[config.mk]
export PLATFORM = sky130hd
export DESIGN_NAME = timed_counting_semaphore_top
export DESIGN_NICKNAME = d
export VERILOG_FILES = /design/src/sv/tcs_pkg.sv /design/src/sv/tcs_ctrl.sv /design/src/sv/tcs_datapath.sv /design/src/sv/timed_counting_semaphore_top.sv
export SDC_FILE = /design/constraint.sdc
export NUM_CORES = 2
export LEC_CHECK = 0
export BUFFER_PORTS_ARGS = -buffer_cell sky130_fd_sc_hd__buf_2
export CORE_UTILIZATION = 40
export CTS_BUF_LIST = sky130_fd_sc_hd__clkbuf_16
export DETAILED_ROUTE_END_ITERATION = 6
export HOLD_SLACK_MARGIN = 0.08
export SYNTH_ARGS = -nofsm -noshare
export SYNTH_HDL_FRONTEND = slang
export SYNTH_SLANG_ARGS = --single-unit
[constraint.sdc]
create_clock -name clk -period 7.4 [get_ports clk]
set_input_delay 1.48 -clock clk [delete_from_list [all_inputs] [get_ports clk]]
set_output_delay 1.48 -clock clk [all_outputs]
set_load 0.02 [all_outputs]
[src/sv/tcs_pkg.sv]
// Shared types, constants and helpers for the timed counting semaphore.
package tcs_pkg;

  localparam int MAX_WAITERS  = 16;
  localparam int TIMEOUT_BITS = 16;
  localparam int MAX_RESULTS  = 16;
  localparam int IDX_W        = $clog2(MAX_WAITERS);
  localparam int SIZE_W       = $clog2(MAX_WAITERS + 1);
  localparam int RES_W        = $clog2(MAX_RESULTS + 1);
  localparam int COUNT_W      = 18;
  localparam int COUNT_TOP    = 65535;
  localparam logic [31:0] TMAX = 32'((64'd1 << TIMEOUT_BITS) - 64'd1);

  typedef enum logic [1:0] {
    CMD_WAIT   = 2'd0,
    CMD_SIGNAL = 2'd1,
    CMD_TICK   = 2'd2,
    CMD_NONE   = 2'd3
  } cmd_t;

  typedef enum logic [2:0] {
    KIND_GRANTED  = 3'd0,
    KIND_BLOCKED  = 3'd1,
    KIND_FULL     = 3'd2,
    KIND_SIG_REL  = 3'd3,
    KIND_TMO_REL  = 3'd4,
    KIND_SIG_NONE = 3'd5
  } kind_t;

  typedef enum logic [1:0] {
    ST_IDLE,
    ST_WALK,
    ST_TICK
  } state_t;

  typedef enum logic [2:0] {
    OP_NOP,
    OP_WAIT,
    OP_SIGNAL,
    OP_TICK_DEC,
    OP_WALK_START,
    OP_WALK_STEP,
    OP_INSERT,
    OP_POP_TICK
  } op_t;

  typedef struct packed {
    logic                      out_free;
    logic                      timed_block;
    logic                      walk_more;
    logic                      due;
    logic signed [COUNT_W-1:0] count;
    logic [SIZE_W-1:0]         fifo_size;
    logic [SIZE_W-1:0]         list_size;
  } dp_status_t;

  // Clamp a requested timeout to the largest delta the list can hold.
  function automatic logic [TIMEOUT_BITS-1:0] sat_delta(input logic [15:0] t);
    logic [31:0] t32;
    t32 = 32'(t);
    if (t32 > TMAX) return TIMEOUT_BITS'(TMAX);
    return TIMEOUT_BITS'(t32);
  endfunction

endpackage

[src/sv/tcs_ctrl.sv]
// Controller state machine: sequences waits, signals, insert walks and tick releases.
module tcs_ctrl (
  input  logic                clk,
  input  logic                rst_n,
  input  logic                in_valid,
  input  logic [1:0]          in_cmd,
  input  tcs_pkg::dp_status_t st,
  output logic                in_stall,
  output logic                cfg_ready,
  output tcs_pkg::op_t        op
);

  tcs_pkg::state_t state_r, state_nxt;
  tcs_pkg::cmd_t   cmd;

  assign cmd = tcs_pkg::cmd_t'(in_cmd);

  always_ff @(posedge clk) begin
    if (!rst_n) begin
      state_r <= tcs_pkg::ST_IDLE;
    end else begin
      state_r <= state_nxt;
    end
  end

  always_comb begin
    state_nxt = state_r;
    unique case (state_r)
      tcs_pkg::ST_IDLE: begin
        if (in_valid && st.out_free) begin
          if (cmd == tcs_pkg::CMD_WAIT && st.timed_block) state_nxt = tcs_pkg::ST_WALK;
          else if (cmd == tcs_pkg::CMD_TICK) state_nxt = tcs_pkg::ST_TICK;
        end
      end
      tcs_pkg::ST_WALK: begin
        if (!st.walk_more) state_nxt = tcs_pkg::ST_IDLE;
      end
      tcs_pkg::ST_TICK: begin
        if (!st.due) state_nxt = tcs_pkg::ST_IDLE;
      end
      default: state_nxt = tcs_pkg::ST_IDLE;
    endcase
  end

  always_comb begin
    op        = tcs_pkg::OP_NOP;
    in_stall  = 1'b1;
    cfg_ready = 1'b0;
    unique case (state_r)
      tcs_pkg::ST_IDLE: begin
        in_stall  = !st.out_free;
        cfg_ready = 1'b1;
        if (in_valid && st.out_free) begin
          unique case (cmd)
            tcs_pkg::CMD_WAIT:   op = st.timed_block ? tcs_pkg::OP_WALK_START : tcs_pkg::OP_WAIT;
            tcs_pkg::CMD_SIGNAL: op = tcs_pkg::OP_SIGNAL;
            tcs_pkg::CMD_TICK:   op = tcs_pkg::OP_TICK_DEC;
            tcs_pkg::CMD_NONE:   op = tcs_pkg::OP_NOP;
          endcase
        end
      end
      tcs_pkg::ST_WALK: begin
        op = st.walk_more ? tcs_pkg::OP_WALK_STEP : tcs_pkg::OP_INSERT;
      end
      tcs_pkg::ST_TICK: begin
        if (st.due && st.out_free) op = tcs_pkg::OP_POP_TICK;
      end
      default: op = tcs_pkg::OP_NOP;
    endcase
  end

endmodule

[src/sv/tcs_datapath.sv]
// Datapath: count, untimed FIFO, delta-encoded timed list and result register.
module tcs_datapath (
  input  logic                clk,
  input  logic                rst_n,
  input  tcs_pkg::op_t        op,
  input  logic                cfg_we,
  input  logic [15:0]         cfg_data,
  input  logic [7:0]          in_thread_id,
  input  logic [15:0]         in_timeout,
  input  logic                out_stall,
  output tcs_pkg::dp_status_t st,
  output logic                out_valid,
  output logic [2:0]          out_kind,
  output logic [7:0]          out_released_thread,
  output logic signed [16:0]  out_count_now,
  output logic                out_last
);

  localparam int MW = tcs_pkg::MAX_WAITERS;
  localparam int TB = tcs_pkg::TIMEOUT_BITS;
  localparam int IW = tcs_pkg::IDX_W;
  localparam int SW = tcs_pkg::SIZE_W;
  localparam int RW = tcs_pkg::RES_W;
  localparam int CW = tcs_pkg::COUNT_W;
  localparam logic signed [CW-1:0] TOP_S = CW'(tcs_pkg::COUNT_TOP);

  logic [15:0]          init_r, init_nxt;
  logic signed [CW-1:0] count_r, count_nxt, c1;
  logic [7:0]           fifo_r [MW];
  logic [7:0]           fifo_nxt [MW];
  logic [IW-1:0]        fhead_r, fhead_nxt;
  logic [SW-1:0]        fsize_r, fsize_nxt;
  logic [7:0]           thr_r [MW];
  logic [7:0]           thr_nxt [MW];
  logic [TB-1:0]        dl_r [MW];
  logic [TB-1:0]        dl_nxt [MW];
  logic [SW-1:0]        lsize_r, lsize_nxt;
  logic [SW-1:0]        pos_r, pos_nxt;
  logic [TB-1:0]        d_r, d_nxt;
  logic [7:0]           tid_r, tid_nxt;
  logic [RW-1:0]        nres_r, nres_nxt;
  logic                 out_valid_r, out_valid_nxt;
  tcs_pkg::kind_t       kind_r;
  logic [7:0]           thread_r;
  logic signed [16:0]   cnow_r;
  logic                 last_r;

  logic                 emit, e_last;
  tcs_pkg::kind_t       e_kind;
  logic [7:0]           e_thr;
  logic                 grant, fifo_full, list_full, due_after, out_free;
  logic [IW-1:0]        pos_idx, slot;
  logic [SW:0]          ssum;

  assign out_free  = !out_valid_r || !out_stall;
  assign grant     = count_r > 0;
  assign fifo_full = fsize_r == SW'(MW);
  assign list_full = lsize_r == SW'(MW);
  assign pos_idx   = pos_r[IW-1:0];
  assign c1        = (count_r < TOP_S) ? count_r + CW'(1) : count_r;
  assign due_after = (lsize_r > SW'(1)) && (dl_r[1] == '0) &&
                     ((nres_r + RW'(1)) < RW'(tcs_pkg::MAX_RESULTS));

  always_comb begin
    ssum = (SW+1)'(fhead_r) + (SW+1)'(fsize_r);
    if (ssum >= (SW+1)'(MW)) ssum = ssum - (SW+1)'(MW);
    slot = ssum[IW-1:0];
  end

  always_comb begin
    st.out_free    = out_free;
    st.timed_block = !grant && (in_timeout != '0) && !list_full;
    st.walk_more   = (pos_r < lsize_r) && (d_r > dl_r[pos_idx]);
    st.due         = (lsize_r != '0) && (dl_r[0] == '0) &&
                     (nres_r < RW'(tcs_pkg::MAX_RESULTS));
    st.count       = count_r;
    st.fifo_size   = fsize_r;
    st.list_size   = lsize_r;
  end

  always_comb begin
    init_nxt  = init_r;
    count_nxt = count_r;
    fifo_nxt  = fifo_r;
    fhead_nxt = fhead_r;
    fsize_nxt = fsize_r;
    thr_nxt   = thr_r;
    dl_nxt    = dl_r;
    lsize_nxt = lsize_r;
    pos_nxt   = pos_r;
    d_nxt     = d_r;
    tid_nxt   = tid_r;
    nres_nxt  = nres_r;
    emit      = 1'b0;
    e_kind    = tcs_pkg::KIND_GRANTED;
    e_thr     = tid_r;
    e_last    = 1'b1;
    unique case (op)
      tcs_pkg::OP_NOP: ;
      tcs_pkg::OP_WAIT: begin
        emit  = 1'b1;
        e_thr = in_thread_id;
        if (grant) begin
          count_nxt = count_r - CW'(1);
        end else if (in_timeout == '0 && !fifo_full) begin
          fifo_nxt[slot] = in_thread_id;
          fsize_nxt      = fsize_r + SW'(1);
          count_nxt      = count_r - CW'(1);
          e_kind         = tcs_pkg::KIND_BLOCKED;
        end else begin
          e_kind = tcs_pkg::KIND_FULL;
        end
      end
      tcs_pkg::OP_WALK_START: begin
        tid_nxt = in_thread_id;
        d_nxt   = tcs_pkg::sat_delta(in_timeout);
        pos_nxt = '0;
      end
      tcs_pkg::OP_WALK_STEP: begin
        d_nxt   = d_r - dl_r[pos_idx];
        pos_nxt = pos_r + SW'(1);
      end
      tcs_pkg::OP_INSERT: begin
        for (int k = 0; k < MW; k++) begin
          if (SW'(k) == pos_r) begin
            thr_nxt[k] = tid_r;
            dl_nxt[k]  = d_r;
          end else if (SW'(k) > pos_r) begin
            thr_nxt[k] = thr_r[(k > 0) ? k - 1 : 0];
            if ((SW'(k) == pos_r + SW'(1)) && (pos_r < lsize_r))
              dl_nxt[k] = dl_r[(k > 0) ? k - 1 : 0] - d_r;
            else dl_nxt[k] = dl_r[(k > 0) ? k - 1 : 0];
          end
        end
        lsize_nxt = lsize_r + SW'(1);
        count_nxt = count_r - CW'(1);
        emit      = 1'b1;
        e_kind    = tcs_pkg::KIND_BLOCKED;
      end
      tcs_pkg::OP_SIGNAL: begin
        count_nxt = c1;
        emit      = 1'b1;
        if (c1 <= 0 && fsize_r != '0) begin
          e_kind    = tcs_pkg::KIND_SIG_REL;
          e_thr     = fifo_r[fhead_r];
          fhead_nxt = (fhead_r == IW'(MW - 1)) ? '0 : fhead_r + IW'(1);
          fsize_nxt = fsize_r - SW'(1);
        end else if (c1 <= 0 && lsize_r != '0) begin
          e_kind = tcs_pkg::KIND_SIG_REL;
          e_thr  = thr_r[0];
          for (int k = 0; k < MW - 1; k++) begin
            thr_nxt[k] = thr_r[k+1];
            dl_nxt[k]  = dl_r[k+1];
          end
          dl_nxt[0] = dl_r[1] + dl_r[0];
          lsize_nxt = lsize_r - SW'(1);
        end else begin
          e_kind = tcs_pkg::KIND_SIG_NONE;
          e_thr  = '0;
        end
      end
      tcs_pkg::OP_TICK_DEC: begin
        nres_nxt = '0;
        if (lsize_r != '0 && dl_r[0] != '0) dl_nxt[0] = dl_r[0] - TB'(1);
      end
      tcs_pkg::OP_POP_TICK: begin
        for (int k = 0; k < MW - 1; k++) begin
          thr_nxt[k] = thr_r[k+1];
          dl_nxt[k]  = dl_r[k+1];
        end
        dl_nxt[0] = dl_r[1] + dl_r[0];
        lsize_nxt = lsize_r - SW'(1);
        count_nxt = count_r + CW'(1);
        nres_nxt  = nres_r + RW'(1);
        emit      = 1'b1;
        e_kind    = tcs_pkg::KIND_TMO_REL;
        e_thr     = thr_r[0];
        e_last    = !due_after;
      end
    endcase
    if (cfg_we) begin
      init_nxt = cfg_data;
      if (fsize_r == '0 && lsize_r == '0) count_nxt = CW'(cfg_data);
    end
  end

  assign out_valid_nxt = emit ? 1'b1 : (out_stall ? out_valid_r : 1'b0);

  always_ff @(posedge clk) begin
    if (!rst_n) begin
      init_r      <= '0;
      count_r     <= '0;
      fhead_r     <= '0;
      fsize_r     <= '0;
      lsize_r     <= '0;
      nres_r      <= '0;
      out_valid_r <= 1'b0;
    end else begin
      init_r      <= init_nxt;
      count_r     <= count_nxt;
      fhead_r     <= fhead_nxt;
      fsize_r     <= fsize_nxt;
      lsize_r     <= lsize_nxt;
      nres_r      <= nres_nxt;
      out_valid_r <= out_valid_nxt;
    end
  end

  always_ff @(posedge clk) begin
    fifo_r <= fifo_nxt;
    thr_r  <= thr_nxt;
    dl_r   <= dl_nxt;
    pos_r  <= pos_nxt;
    d_r    <= d_nxt;
    tid_r  <= tid_nxt;
    if (emit) begin
      kind_r   <= e_kind;
      thread_r <= e_thr;
      cnow_r   <= count_nxt[16:0];
      last_r   <= e_last;
    end
  end

  assign out_valid           = out_valid_r;
  assign out_kind            = kind_r;
  assign out_released_thread = thread_r;
  assign out_count_now       = cnow_r;
  assign out_last            = last_r;

endmodule

[src/sv/timed_counting_semaphore_top.sv]
// Top level of the timed counting semaphore: controller, datapath and checks.
// One counting semaphore with a 16-deep FIFO for waits without limit and a
// 16-deep expiry list, kept as deltas, for waits with a timeout. Each input
// transaction (wait, signal or tick) yields its result transactions on the
// out_ channel; out_last marks the final one. A wait that is granted, queued
// in the FIFO or rejected, and every signal, completes without leaving idle.
// A wait with a timeout walks the list one entry per cycle and then inserts.
// A tick first decrements the head delta, then releases due threads one per
// cycle while the output is not stalled, up to 16 per tick, and then falls
// back to idle; heads still due go out on the next tick. A result sits in an
// output register; a new transaction is taken only once that register is
// empty or its result leaves in the same cycle, and only while the block is
// idle. Write initial_count via cfg_ only while idle; it reloads the count if
// no thread is blocked.
module timed_counting_semaphore_top (
  input  logic               clk,
  input  logic               rst_n,
  input  logic               in_valid,
  output logic               in_stall,
  input  logic [1:0]         in_cmd,
  input  logic [7:0]         in_thread_id,
  input  logic [15:0]        in_timeout,
  output logic               out_valid,
  input  logic               out_stall,
  output logic [2:0]         out_kind,
  output logic [7:0]         out_released_thread,
  output logic signed [16:0] out_count_now,
  output logic               out_last,
  input  logic               cfg_valid,
  output logic               cfg_ready,
  input  logic [15:0]        cfg_data
);

  tcs_pkg::dp_status_t st;
  tcs_pkg::op_t        op;
  logic                cfg_we;

  // Take a config write only while the controller sits idle.
  assign cfg_we = cfg_valid && cfg_ready;

  tcs_ctrl u_ctrl (
    .clk       (clk),
    .rst_n     (rst_n),
    .in_valid  (in_valid),
    .in_cmd    (in_cmd),
    .st        (st),
    .in_stall  (in_stall),
    .cfg_ready (cfg_ready),
    .op        (op)
  );

  tcs_datapath u_dp (
    .clk                 (clk),
    .rst_n               (rst_n),
    .op                  (op),
    .cfg_we              (cfg_we),
    .cfg_data            (cfg_data),
    .in_thread_id        (in_thread_id),
    .in_timeout          (in_timeout),
    .out_stall           (out_stall),
    .st                  (st),
    .out_valid           (out_valid),
    .out_kind            (out_kind),
    .out_released_thread (out_released_thread),
    .out_count_now       (out_count_now),
    .out_last            (out_last)
  );

  // A transaction is only taken when the result register can take its result.
  a_accept_out_free: assert property (@(posedge clk) disable iff (!rst_n)
    (in_valid && !in_stall) |-> (!out_valid || !out_stall))
    else $error("input taken while result register blocked");

  // A negative count is minus the number of blocked threads.
  a_count_matches_waiters: assert property (@(posedge clk) disable iff (!rst_n)
    st.count[tcs_pkg::COUNT_W-1] |->
      ((st.count + tcs_pkg::COUNT_W'(st.fifo_size) +
        tcs_pkg::COUNT_W'(st.list_size)) == '0))
    else $error("count out of step with blocked threads");

  // Queue occupancy never passes capacity.
  a_queue_bounds: assert property (@(posedge clk) disable iff (!rst_n)
    (st.fifo_size <= tcs_pkg::SIZE_W'(tcs_pkg::MAX_WAITERS)) &&
    (st.list_size <= tcs_pkg::SIZE_W'(tcs_pkg::MAX_WAITERS)))
    else $error("queue size beyond capacity");

endmodule

==> Yosys cells after proc, flatten, opt, wreduce, memory -nomap -nowiden <==
Cells that the tools add are included.
{ "word_totals": {"reg_bits": 610, "elab_cells": 419} }
{ "op_classes": {"addsub": 29, "magnitude_cmp": 29, "eq_ne": 73, "mux": 139, "bitwise_logic": 4, "n_reduce_logical": 83} }
{ "op_table": {"columns": ["cell", "count"], "rows": [
  ["two-way mux 16 bit", 51],
  ["one-hot mux 224 bit (3 select lines)", 1],
  ["two-way mux 240 bit", 2],
  ["one-hot mux 120 bit (3 select lines)", 1],
  ["two-way mux 8 bit", 36],
  ["subtractor 16 bit", 16],
  ["two-way mux 120 bit", 2],
  ["bitwise mux 128 bit", 1],
  ["two-way mux 18 bit", 5],
  ["equality test 4 x 5 -> 1 bit, first input constant", 16],
  ["one-hot mux 18 bit (4 select lines)", 1],
  ["AND reduction 4 bit", 17],
  ["binary-select mux 16 bit (select 4 bit)", 1],
  ["one-hot mux 16 bit (4 select lines)", 1],
  ["inequality test 3 x 1 -> 1 bit, second input constant", 17],
  ["zero test 16 bit", 3],
  ["equality test 3 x 5 -> 1 bit, first input constant", 8],
  ["greater-than comparator 4 x 5 -> 1 bit, first input constant", 8],
  ["logical AND 1 bit", 33],
  ["binary-select mux 8 bit (select 4 bit)", 1],
  ["demux 8 bit (select 4 bit)", 1],
  ["one-hot mux 16 bit (2 select lines)", 1],
  ["nonzero test 16 bit", 2],
  ["one-hot mux 5 bit (2 select lines)", 3],
  ["other kinds (57)", 129]
]} }

==> Depth between registers and ports, before layout <==
{ "depth": {"ltp_word": 12, "mapped_depth": 32, "mapped_depth_nobuf": 24} }

==> Hierarchy <==
A second synthesis with hierarchy kept.
{ "unflattened": {"cells_unflattened": 5033, "area_unflattened_um2": 45831.5} }
{ "by_module_without_submodules": {"columns": ["mod", "instances", "cells_each", "area_each_um2"], "rows": [
  ["tcs_datapath", 1, 5003, 45612.5],
  ["tcs_ctrl", 1, 29, 212.7],
  ["timed_counting_semaphore_top", 1, 1, 6.3]
]} }

==> Least setup slack after synthesis <==
OpenSTA, ideal clock, no wires.
{ "synth_timing": {"path_kind": "reg2reg", "startpoint": "register u_dp.pos_r[2]", "endpoint": "register u_dp.dl_r[254] (netlist name) (data pin)", "setup_time_ns": 0.276, "arrival_ns": 7.007, "t_required_ns": 7.124, "setup_slack_ns": 0.116, "stages_incl_launch_ff": 30, "path_buffers": 7, "period_less_slack_ns": 7.284, "cell_sequence": "edfxtp_1 clkbuf_1 clkbuf_1 clkbuf_1 buf_1 mux4_2 mux4_2 ha_1 fa_1 nand2b_1 a21oi_1 a211oi_1 o31ai_1 a21oi_1 buf_2 o311ai_1 buf_2 clkbuf_1 or2_2 ha_1 a21o_1 a21oi_1 o21bai_1 a41oi_1 o211ai_1 nor3_1 o21bai_1 a21oi_1 xor2_1 a22oi_1"} }
{ "synth_lines": {"columns": ["element", "line", "text"], "rows": [
  ["start: declaration", "tcs_datapath.sv:38", "logic [SW-1:0] pos_r, pos_nxt;"],
  ["start signal: assignment", "tcs_datapath.sv:213", "pos_r <= pos_nxt;"],
  ["end signal: assignment", "tcs_datapath.sv:212", "dl_r <= dl_nxt;"],
  ["end: declaration", "tcs_datapath.sv:35", "logic [TB-1:0] dl_r [MW];"]
]} }

==> run metrics <==
Max Used Layer=met4; DRT Pass-1 Iters=6; Routed met2 length=72000 um; Root Buffer=clkbuf_16; final setup violation count=0; Worst R2R Path Depth=26; worst hold-check path type=reg2reg; worst hold stages=2; syn avg cell area=9.25 um2; FP Rows=123; Mapped Nets=5307; area delta synth->final=9.73%; clk slew on worst S/H paths=60 ps; Die Footprint=116000 um2; worst slew pin tran=1200 ps; status=complete, no violations; synthesized cell area=45900 um2; first-pass GRT wire length=247000 um; Remaining Overflow, GRT=0; cell count after synthesis=4958; I/O Pins=79; via count=40700; P_int=6150 uW; Clk pwr share=44.2%; initial antenna violation count=2; max capacitance violation total=0; routed wire length=166000 um; net switching power=2250 uW; Synth area leader=edfxtp_1; Setup crit end kind=register; Post-synth top cells=nand2_1, edfxtp_1, o21ai_0, nor2_1, a21oi_1; Syn. warnings=0; Tot GR Track Use=27.9%; Final Max Slew Viols=0; combinational power share=9.5%; drt via density=6.29; CTS H-tree lvls=3; Initial DRC Count=5270; crit path time final=6980 ps; CTS tree=yes; final hold vios=0; GP Congestion=0.943; worst slack, placed=152 ps; crit share post-route=94.3%; DR WL/cell=25.6 um; Seq pwr share=46.3%; wl on met1=70800 um; Min Hold Slack=495 ps; Residual DRC=0; largest net degree at the start of global routing=209; total power=8400 uW; post-synth cell types=94; Worst VDD drop=0.174 mV; initial core utilization=40.6%; WP data required=7790 ps; Post-Route Setup TNS=0 ps; share of cells above drive strength 1=10.6%; Synth area leaders=edfxtp_1, ha_1, nand2_1, mux4_2, o21ai_0; register area share after synthesis=39.1%; wire length on met3=16700 um; fmax=143 MHz; dpl cells=6326; startpoint types=register; worst-path fanout max=22; total core area=113000 um2; Synth Register Bits=610; Synth async-reset ratio=0%; Die H=341 um; cell with the most instances after synthesis=nand2_1; Worst EP arrival=7370 ps; Main synth FF type=edfxtp_1; Bufs on Longest Clock Path=3; vias in the first global route=38400; post-synth top area share=37.3%; Final #Nets=5252; Die Wd=341 um; post-CTS setup buffers=0; clock tree sinks=610; kind of critical path=reg2reg; Slew HR=19.6%; ANT nets after route=0; Post-synth EDFFs=570; worst skew pair latency=670 ps; Power Density=167 nW/um2; post-route setup slack=424 ps; total leakage power=0.0187 uW; TritonCTS Buffers=75; detailed placement HPWL=121000 um; unrepaired setup endpoints after global routing=false; Final Non-Filler Cells=6464; IO Port Bufs=78; Switching Share=26.7%; clock skew=37.4 ps
[power groups by stage]
stage          combinational [uW]  clock [uW]  sequential (uW)
2_1_floorplan                 542           0             3940
3_3_place_gp                  776           0             3960
3_5_place_dp                  779           0             3960
4_1_cts                       785        3770             3890
5_1_grt                       874        3880             3890
6_report                      800        3710             3890
[critical path: stages (launching register included)]
cell      delay, ps
edfxtp_1        410
buf_12          230
mux4_2          640
mux4_2          480
inv_1            70
ha_1            280
a211oi_1        280
nor2_1           90
a211oi_2        410
o31ai_1         210
buf_4           200
a21oi_1         350
nand4_2         200
nand2_4         190
nand2_1          70
ha_1            220
fa_1            440
a21o_1          180
a21oi_1         260
o21bai_1        140
a41oi_2         300
o211ai_1        160
nor3_1          230
o21bai_1        110
a21oi_1         200
xor2_1          180
a22oi_1         100
[path summary, 6_finish.rpt]
check / from / endpoint / slack [ps]
setup / recovery: u_dp.pos_r[1]$_SDFFCE_PP0P_ / u_dp.dl_r[254]$_DFFE_PP_ / 420
hold / removal: u_dp.lsize_r[4]$_SDFFE_PN0P_ / u_dp.lsize_r[4]$_SDFFE_PN0P_ / 490
setup reg to reg: u_dp.pos_r[1]$_SDFFCE_PP0P_ / u_dp.dl_r[254]$_DFFE_PP_ / 420
hold reg to reg: u_dp.lsize_r[4]$_SDFFE_PN0P_ / u_dp.lsize_r[4]$_SDFFE_PN0P_ / 490
[cells in the final DEF, fill, tap and decap left out, types with 19 or more instances in the layout]
cell and instances:
nand2_1 790, edfxtp_1 570, o21ai_0 507, nor2_1 370
a21oi_1 296, ha_1 283, o211ai_1 175, a31oi_1 130
xnor2_1 130, inv_1 129, mux4_2 120, buf_4 99
nor3_1 93, nand3_1 92, xor2_1 87, buf_2 78
a21o_1 76, clkbuf_16 75, nand2b_1 64, nor2b_1 57
o21a_1 47, a211oi_1 45, and3_1 42, mux2i_1 39
dfxtp_1 39, and2_1 32, or3_1 31, or2_2 25
nand4_1 23, o41ai_1 22, mux2_2 19, o21bai_1 19
fa_1 19
[routing by layer]
metal	GRT usage [%]	up-vias
met4	10.1	0
met3	5.23	321
met1	39.6	19800
met2	42.3	2147
li1	-	18400
met5	0	-
[final cells by class]
type	instances	area, um2
timing repair buffer	185	1290
sequential	610	17900
fill	10900	62800
tap	1500	1880
clock buffer	75	1880
inverter	115	432
multi-input combinational	3916	26400
antenna	2	5.00
clock inverter	61	546
[repair_timing]
| item | 4_1_cts | 5_1_grt |
|---|---|---|
| resized for setup | 0 | 3 |
| hold buffers | 0 | 0 |
| setup endpoints to repair | 0 | 1 |
[registers in the layout, indices dropped and copies added, names as in the netlist]
| register | flops |
|---|---|
| u_dp.dl_r | 256 |
| u_dp.fifo_r | 128 |
| u_dp.thr_r | 128 |
| u_dp.count_r | 18 |
| u_dp.out_count_now | 17 |
| u_dp.d_r | 16 |
| u_dp.out_released_thread | 8 |
| u_dp.tid_r | 8 |
| u_dp.fsize_r | 5 |
| u_dp.lsize_r | 5 |
| u_dp.nres_r | 5 |
| u_dp.pos_r | 5 |
| u_dp.fhead_r | 4 |
| u_dp.out_kind | 3 |
| u_ctrl.state_r | 2 |
| u_dp.out_last | 1 |
| u_dp.out_valid | 1 |
[logic make-up (layout without fill, tap and decap cells)]
family                     after synthesis  after routing  share of synthesized area, %
and+or+nand+nor                       1701           1701                          16.6
AOI/OAI and AO/OA                     1518           1518                          20.7
DFF                                    610            610                          39.1
buffers and inverters                  432            436                          3.78
adders and majority gates              302            302                          8.55
xor gates and xnor gates               217            217                          4.14
muxes                                  178            178                          7.21
other                                    0              2                             0
[metrics by stage]
stage | instance area, um2 | utilization [%]
floorplan | 45900 | -
global placement | 47900 | 42.3
detailed placement | 47900 | 42.3
CTS | 50300 | 44.5
global route | 50300 | 44.5
finish | 50300 | 44.5
(Power assumes the default switching activity.)
